===== config.mk =====
export PLATFORM = sky130hd
export DESIGN_NAME = fixed_capacity_multiset_bag
export DESIGN_NICKNAME = d
export VERILOG_FILES = /design/src/rtl/fcmb_pkg.sv /design/src/rtl/fixed_capacity_multiset_bag.sv /design/src/rtl/fcmb_cell.sv
export SDC_FILE = /design/constraint.sdc
export NUM_CORES = 1
export LEC_CHECK = 0
export BUFFER_PORTS_ARGS = -buffer_cell sky130_fd_sc_hd__buf_2
export CAP_MARGIN = 10
export CORE_MARGIN = 2
export CORE_UTILIZATION = 40
export CTS_BUF_LIST = sky130_fd_sc_hd__clkbuf_8
export DETAILED_ROUTE_END_ITERATION = 12
export GPL_TIMING_DRIVEN = 0
export PLACE_DENSITY = 0.6
export RECOVER_POWER = 100
export SYNTH_ARGS = -nofsm -noshare
export SYNTH_HDL_FRONTEND = slang
export SYNTH_SLANG_ARGS = --single-unit

===== constraint.sdc =====
create_clock -name aclk -period 9.1 [get_ports aclk]
set_input_delay 0.455 -clock aclk [delete_from_list [all_inputs] [get_ports aclk]]
set_output_delay 0.455 -clock aclk [all_outputs]
set_load 0.03 [all_outputs]

===== src/rtl/fcmb_pkg.sv =====
// ----------------------------------------------------------------------------
// fcmb_pkg: shared definitions for the fixed-capacity multiset bag
// Operation codes, port field widths, parameter defaults and the control
// group that the bag drives into each storage cell.
// ----------------------------------------------------------------------------
package fcmb_pkg;

    localparam int CAPACITY_DEF   = 16;
    localparam int ITEM_WIDTH_DEF = 32;

    localparam int OP_W     = 3;
    localparam int PORT_W   = 32;
    localparam int COUNT_PW = 5;

    localparam logic [OP_W-1:0] OP_ADD       = 3'd0;
    localparam logic [OP_W-1:0] OP_REMOVE    = 3'd1;
    localparam logic [OP_W-1:0] OP_CONTAINS  = 3'd2;
    localparam logic [OP_W-1:0] OP_FREQUENCY = 3'd3;
    localparam logic [OP_W-1:0] OP_CLEAR     = 3'd4;
    localparam logic [OP_W-1:0] OP_LIST      = 3'd5;

    typedef struct packed {
        logic shift_en;
        logic load_en;
    } cell_ctrl_t;

endpackage


===== src/rtl/fixed_capacity_multiset_bag.sv =====
// ----------------------------------------------------------------------------
// fixed_capacity_multiset_bag: fixed-capacity unordered multiset of items
// Entries live in a ring of cells. Searches rotate the ring once past a
// single comparator at the head cell; add writes a cell directly, clear only resets the count.
// ----------------------------------------------------------------------------
//  Channel   Direction  Handshake           Payload
//  s_        in         s_valid / s_ready   s_operation, s_item
//  m_        out        m_valid / m_ready   m_ok, m_frequency, m_listed_item,
//                                           m_listed_valid, m_last,
//                                           m_item_count, m_empty_res
//
//  Add, clear, an unknown code and list of an empty bag skip the scan.
//  Contains, frequency and remove scan one full turn of the ring, and remove
//  of a present item then fixes the slot. List emits one result per stored
//  entry. The ring turns one place per cycle past the head comparator, but
//  holds while a listed entry waits on a full output register and low m_ready.
//  Reset (aresetn low, synchronous) empties the bag; the entries are not cleared.
// ----------------------------------------------------------------------------
module fixed_capacity_multiset_bag import fcmb_pkg::*; #(
    parameter int CAPACITY   = CAPACITY_DEF,
    parameter int ITEM_WIDTH = ITEM_WIDTH_DEF
) (
    input  logic                aclk,
    input  logic                aresetn,
    input  logic                s_valid,
    output logic                s_ready,
    input  logic [OP_W-1:0]     s_operation,
    input  logic [PORT_W-1:0]   s_item,
    output logic                m_valid,
    input  logic                m_ready,
    output logic                m_ok,
    output logic [COUNT_PW-1:0] m_frequency,
    output logic [PORT_W-1:0]   m_listed_item,
    output logic                m_listed_valid,
    output logic                m_last,
    output logic [COUNT_PW-1:0] m_item_count,
    output logic                m_empty_res
);

    localparam int ENTRY_W = (ITEM_WIDTH < PORT_W) ? ITEM_WIDTH : PORT_W;
    localparam int CNT_W   = $clog2(CAPACITY + 1);

    localparam logic [1:0] S_IDLE = 2'd0;
    localparam logic [1:0] S_SCAN = 2'd1;
    localparam logic [1:0] S_FIX  = 2'd2;
    localparam logic [1:0] S_RESP = 2'd3;

    logic [1:0]         state_reg, state_next;
    logic [CNT_W-1:0]   count_reg, count_next;
    logic [CNT_W-1:0]   step_reg, step_next;
    logic [CNT_W-1:0]   idx_reg, idx_next;
    logic [CNT_W-1:0]   freq_reg, freq_next;
    logic               ok_reg, ok_next;
    logic [ENTRY_W-1:0] last_reg, last_next;
    logic [OP_W-1:0]    op_reg, op_next;
    logic [ENTRY_W-1:0] item_reg, item_next;

    logic                m_valid_reg, m_valid_next;
    logic                m_ok_reg;
    logic [COUNT_PW-1:0] m_frequency_reg;
    logic [PORT_W-1:0]   m_listed_item_reg;
    logic                m_listed_valid_reg;
    logic                m_last_reg;
    logic [COUNT_PW-1:0] m_item_count_reg;
    logic                m_empty_res_reg;

    logic               out_load;
    logic               out_ok;
    logic [CNT_W-1:0]   out_freq;
    logic [ENTRY_W-1:0] out_listed;
    logic               out_listed_valid;
    logic               out_last;
    logic               out_free;

    logic [CNT_W+COUNT_PW-1:0] out_freq_wide;
    logic [CNT_W+COUNT_PW-1:0] count_wide;

    logic               accept;
    logic [ENTRY_W-1:0] item_in;
    logic               full;
    logic               add_load;
    logic               fix_load;
    logic               scan_go;
    logic               active;
    logic               hit;
    logic               final_step;
    logic [ENTRY_W-1:0] head;
    logic [ENTRY_W-1:0] cell_data;

    logic [ENTRY_W-1:0] cell_q [CAPACITY];
    cell_ctrl_t         cell_ctrl [CAPACITY];

    assign s_ready    = (state_reg == S_IDLE);
    assign accept     = s_valid && s_ready;
    assign item_in    = s_item[ENTRY_W-1:0];
    assign full       = (count_reg == CNT_W'(CAPACITY));
    assign out_free   = !m_valid_reg || m_ready;
    assign head       = cell_q[0];
    assign active     = (step_reg < count_reg);
    assign hit        = active && (head == item_reg);
    assign final_step = (step_reg == CNT_W'(CAPACITY - 1));
    // A list scan holds the ring while a live entry cannot be emitted.
    assign scan_go    = !((op_reg == OP_LIST) && active && !out_free);
    assign cell_data  = (state_reg == S_FIX) ? last_reg : item_reg;

    always_comb begin
        state_next       = state_reg;
        count_next       = count_reg;
        step_next        = step_reg;
        idx_next         = idx_reg;
        freq_next        = freq_reg;
        ok_next          = ok_reg;
        last_next        = last_reg;
        op_next          = op_reg;
        item_next        = item_reg;
        add_load         = 1'b0;
        fix_load         = 1'b0;
        out_load         = 1'b0;
        out_ok           = 1'b0;
        out_freq         = '0;
        out_listed       = '0;
        out_listed_valid = 1'b0;
        out_last         = 1'b1;

        unique case (state_reg)
            S_IDLE: begin
                if (accept) begin
                    op_next    = s_operation;
                    item_next  = item_in;
                    step_next  = '0;
                    ok_next    = 1'b0;
                    freq_next  = '0;
                    state_next = S_RESP;
                    unique case (s_operation) inside
                        OP_ADD: begin
                            if (!full) begin
                                count_next = count_reg + 1'b1;
                                ok_next    = 1'b1;
                            end
                        end
                        OP_CLEAR: begin
                            count_next = '0;
                        end
                        OP_REMOVE, OP_CONTAINS, OP_FREQUENCY: begin
                            state_next = S_SCAN;
                        end
                        OP_LIST: begin
                            if (count_reg != '0) begin
                                state_next = S_SCAN;
                            end
                        end
                        default: begin
                        end
                    endcase
                end
            end
            S_SCAN: begin
                if (scan_go) begin
                    step_next = step_reg + 1'b1;
                    if (hit && !ok_reg && op_reg != OP_FREQUENCY) begin
                        ok_next  = 1'b1;
                        idx_next = step_reg;
                    end
                    if (hit && op_reg == OP_FREQUENCY) begin
                        freq_next = freq_reg + 1'b1;
                    end
                    if (active && step_reg == count_reg - 1'b1) begin
                        last_next = head;
                    end
                    if (op_reg == OP_LIST && active) begin
                        out_load         = 1'b1;
                        out_listed       = head;
                        out_listed_valid = 1'b1;
                        out_last         = (step_reg == count_reg - 1'b1);
                    end
                    if (final_step) begin
                        if (op_reg == OP_LIST) begin
                            state_next = S_IDLE;
                        end else if (op_reg == OP_REMOVE && ok_next) begin
                            state_next = S_FIX;
                        end else begin
                            state_next = S_RESP;
                        end
                    end
                end
            end
            S_FIX: begin
                // The last entry fills the slot of the removed one.
                fix_load   = 1'b1;
                count_next = count_reg - 1'b1;
                state_next = S_RESP;
            end
            S_RESP: begin
                if (out_free) begin
                    out_load   = 1'b1;
                    out_ok     = ok_reg;
                    out_freq   = freq_reg;
                    state_next = S_IDLE;
                end
            end
            default: begin
                state_next = S_IDLE;
            end
        endcase

        if (state_reg == S_IDLE && accept && s_operation == OP_ADD && !full) begin
            add_load = 1'b1;
        end
    end

    genvar j;
    generate
        for (j = 0; j < CAPACITY; j++) begin : g_cell
            always_comb begin
                cell_ctrl[j].shift_en = (state_reg == S_SCAN) && scan_go;
                cell_ctrl[j].load_en  = (add_load && count_reg == CNT_W'(j)) ||
                                        (fix_load && idx_reg == CNT_W'(j));
            end

            fcmb_cell #(
                .ENTRY_W (ENTRY_W)
            ) u_cell (
                .aclk      (aclk),
                .ctrl      (cell_ctrl[j]),
                .shift_in  (cell_q[(j + 1) % CAPACITY]),
                .load_data (add_load ? item_in : cell_data),
                .entry_out (cell_q[j])
            );
        end
    endgenerate

    always_comb begin
        if (out_load) begin
            m_valid_next = 1'b1;
        end else if (m_ready) begin
            m_valid_next = 1'b0;
        end else begin
            m_valid_next = m_valid_reg;
        end
    end

    assign out_freq_wide = (CNT_W + COUNT_PW)'(out_freq);
    assign count_wide    = (CNT_W + COUNT_PW)'(count_next);

    always_ff @(posedge aclk) begin
        if (!aresetn) begin
            state_reg   <= S_IDLE;
            count_reg   <= '0;
            m_valid_reg <= 1'b0;
        end else begin
            state_reg   <= state_next;
            count_reg   <= count_next;
            m_valid_reg <= m_valid_next;
        end
    end

    always_ff @(posedge aclk) begin
        step_reg <= step_next;
        idx_reg  <= idx_next;
        freq_reg <= freq_next;
        ok_reg   <= ok_next;
        last_reg <= last_next;
        op_reg   <= op_next;
        item_reg <= item_next;
        if (out_load) begin
            m_ok_reg           <= out_ok;
            m_frequency_reg    <= out_freq_wide[COUNT_PW-1:0];
            m_listed_item_reg  <= PORT_W'(out_listed);
            m_listed_valid_reg <= out_listed_valid;
            m_last_reg         <= out_last;
            m_item_count_reg   <= count_wide[COUNT_PW-1:0];
            m_empty_res_reg    <= (count_next == '0);
        end
    end

    assign m_valid        = m_valid_reg;
    assign m_ok           = m_ok_reg;
    assign m_frequency    = m_frequency_reg;
    assign m_listed_item  = m_listed_item_reg;
    assign m_listed_valid = m_listed_valid_reg;
    assign m_last         = m_last_reg;
    assign m_item_count   = m_item_count_reg;
    assign m_empty_res    = m_empty_res_reg;

    a_count_bound: assert property (@(posedge aclk) disable iff (!aresetn)
        count_reg <= CNT_W'(CAPACITY))
        else $error("stored count exceeds capacity");

    a_fix_found: assert property (@(posedge aclk) disable iff (!aresetn)
        state_reg == S_FIX |-> ok_reg && count_reg != '0)
        else $error("slot fix without a found entry");

    a_clear_empties: assert property (@(posedge aclk) disable iff (!aresetn)
        accept && s_operation == OP_CLEAR |=> count_reg == '0)
        else $error("clear left entries in the bag");

    a_ring_home: assert property (@(posedge aclk) disable iff (!aresetn)
        state_reg == S_SCAN && scan_go && final_step |=> state_reg != S_SCAN)
        else $error("scan ran past one full turn of the ring");

endmodule


===== src/rtl/fcmb_cell.sv =====
// ----------------------------------------------------------------------------
// fcmb_cell: one storage cell of the bag ring
// Holds one entry. A load writes new data; otherwise a shift takes the entry
// of the neighbor cell, so the ring rotates one place per cycle while shift is enabled.
// ----------------------------------------------------------------------------
module fcmb_cell import fcmb_pkg::*; #(
    parameter int ENTRY_W = ITEM_WIDTH_DEF
) (
    input  logic               aclk,
    input  cell_ctrl_t         ctrl,
    input  logic [ENTRY_W-1:0] shift_in,
    input  logic [ENTRY_W-1:0] load_data,
    output logic [ENTRY_W-1:0] entry_out
);

    logic [ENTRY_W-1:0] entry_reg;

    always_ff @(posedge aclk) begin
        if (ctrl.load_en) begin
            entry_reg <= load_data;
        end else if (ctrl.shift_en) begin
            entry_reg <= shift_in;
        end
    end

    assign entry_out = entry_reg;

endmodule


==> flow_summary.yaml <==
min_path:
  hp-start: "aresetn"
  whs_path_depth: 2
  min_path_type: "input port to flop"
synthesis:
  synthTopCellsByCount: "641 x edfxtp_1, 485 x mux2_2, 47 x nand2_1, 42 x and2_1, 40 x xnor2_1"
  synth_flop_cell: "edfxtp_1"
  yosys.area.top_type: "edfxtp_1"
  synth_area_leaders: "edfxtp_1 67%, mux2_2 19%, mux2_4 1.5%"
  netlist.area_leader.share_pct: 66.6
  synth-edff-count: 641
  avgSynthCellArea_um2: 17.5
  synth_cells: 1650
  async_flop_share_pct: 0
  syn-num-nets: 1703
  yosysWarnings: 0
  synth.distinct_cells: 64
  yosysMostFrequentCell: "edfxtp_1"
  ys_seq_elements: 649
  yosysSeqAreaShare_pct: 67.2
  synth_area_um2: 28900
placement:
  routabilityCongestion: 0.865
  pre_cts_slack_ns: 4.29
  placed_area_um2: 31000
  port_buffers: 86
  hpwl_mm: 49.5
  placed_cells: 2706
flow_run:
  maxCapViolations: 15
finish:
  finalCoreUtilization_pct: 45.5
  largest_register_ffs: 512
  nets: 1948
  multi_input_area_um2: 8460
  syn2layout_area_growth_pct: 12.5
  finalNonFillerCells: 2933
  final_area_um2: 32500
  seq_area_um2: 19400
  drive_gt1_share_pct: 33.7
  fill_cells: 6304
route:
  via_per_inst: 5.23
  wl_mm: 70.7
  num_vias: 15336
  first_iter_violations: 1391
  drc: 0
  detail_route.wl_per_cell_um: 24.1
  ant_nets: 0
  firstDrtPassIters: 5
sta:
  hold_violations: 0
  finalWorstSetupSlack_ns: 3.62
  period_minus_slack_ns: 5.48
  fin_tns_setup_ns: 0
  fmax_mhz: 183
  min_period_over_period_pct: 60.2
  rsz0062_at_grt: "no"
  setup_viol: 0
  fin_skew_ns: 0.0363
  tightest_slew_ns: 2.18
  drv_slew: 339
  hold_ws_ns: 0.0605
  slew_headroom_pct: -45.4
floorplanning:
  rows: 98
  die-area_um2: 74400
  start_util_pct: 40.4
  core_um2: 71500
  die_h_um: 273
  io_pins: 87
  die_w_um: 273
setup_path:
  reg2reg_depth: 11
  critPathMaxFanout: 19
  cp_slowest_stage_delay_ns: 0.73
  r2r_start: "count_reg[2]"
  critPathLaunchType: "flop"
  crit_top_cell: "clkbuf_1"
  crit_slowest_cell: "nand2b_1"
  end_kind: "flop"
  cp.required_ns: 9.33
  path_class: "flop to flop"
  critPathLaunch: "count_reg[2]"
  crit_arrival_ns: 5.71
  cp_cell_sequence: "clkbuf_1, inv_1, ha_1, a21o_1, a21o_1, nor4_1, or2_2, clkbuf_1, clkbuf_1, nand2b_1, clkbuf_1"
outcome:
  violations: "max-capacitance violations, max-slew violations"
  status: "complete, but fails checks"
clock_network:
  cts_buffer_depth: 3
  clk_latency_ns: 0.71
  postCtsResizedCells: 0
  cts_inserted_buffers: 107
  hold_buffers: 30
  post-cts-setup-buffers: 0
  clk_pin_slew_ns: 0.06
  htreeDepth: 3
  cts_root_buf: "clkbuf_8"
  cts_sinks: 649
  cts_tree: "done"
global_route:
  grt_overflow: 0
  antenna_found_initial: 3
  grt_max_degree: 47
  grt_pass1_wl_mm: 105
  grt_usage_pct: 19.2
  grt_pass1_vias: 15825
pwr:
  finalPower_mw: 6.98
  power_per_cell_area_nw_per_um2: 215
  p_leak_nw: 10.6
  vdd_drop_max_v: 0.000122
==> routing by layer <==
layer  share of wire, %  global-route usage, %  vias to the layer above
li1                   -                      -                     6846
met1                 45                   26.9                     7927
met2                 46                   30.1                      470
met3                6.2                   3.34                       93
met4                2.9                   6.88                        0
met5                  0                      0                        -
==> cell type report <==
class | count | share of cell area (%)
flip-flops and latches | 649 | 59.7
multi-input cells | 881 | 26.0
clock buffers | 111 | 4.70
well taps | 950 | 3.66
repair buffers | 136 | 2.16
plain buffers | 108 | 1.99
clock inverters | 80 | 1.56
inverters | 12 | 0.139
diodes | 6 | 0.0462
==> critical path: cells and delay by family (launching register included) <==
family	cells	cell delay [ns]
buf+inv	5	2.55
simple gates	3	1.48
compound gates	2	0.37
fa+ha+maj	1	0.27
flops	1	0.33
==> cell families after synthesis <==
| family | count (synthesis) | share of synthesized area [%] |
|---|---|---|
| AO/OA/AOI/OAI | 75 | 2.57 |
| XOR/XNOR | 44 | 1.33 |
| adder cells (fa/ha/maj) | 14 | 0.606 |
| buffers and inverters | 120 | 2.65 |
| flip-flops | 649 | 67.2 |
| multiplexers | 548 | 21.6 |
| AND/OR/NAND/NOR | 200 | 4.05 |
==> power breakdown <==
group	switching (mW)	total (mW)	internal, mW
Combinational	0.479	0.739	0.260
Clock	1.17	2.49	1.32
Sequential	0.0979	3.75	3.65
==> path summary, 6_finish.rpt <==
| check | endpoint | slack (ns) |
|---|---|---|
| worst max-delay path | g_cell[0].u_cell.entry_out[26] | 3.62 |
| worst min-delay path | m_valid | 0.06 |
| worst max register to register | g_cell[0].u_cell.entry_out[26] | 3.62 |
| worst min register to register | g_cell[5].u_cell.entry_out[15] | 0.52 |
==> layout by cell type (no fill, tap or decap), types with 10 or more instances in the layout <==
master	synthesis	layout
clkbuf_1	12	155
mux2i_1	34	34
nor2_1	24	24
nand2_1	47	47
and2_0	0	32
clkinv_2	0	15
ha_1	14	14
inv_1	12	38
dlygate4sd3_1	0	30
clkbuf_8	0	111
xnor2_1	40	40
nand2b_1	23	23
mux2_2	485	445
buf_4	32	31
buf_2	22	12
o21ai_0	2	34
mux2_1	0	69
edfxtp_1	641	641
buf_6	19	15
clkinv_1	0	31
and2_1	42	10
Power figures use the tool's default switching activity.
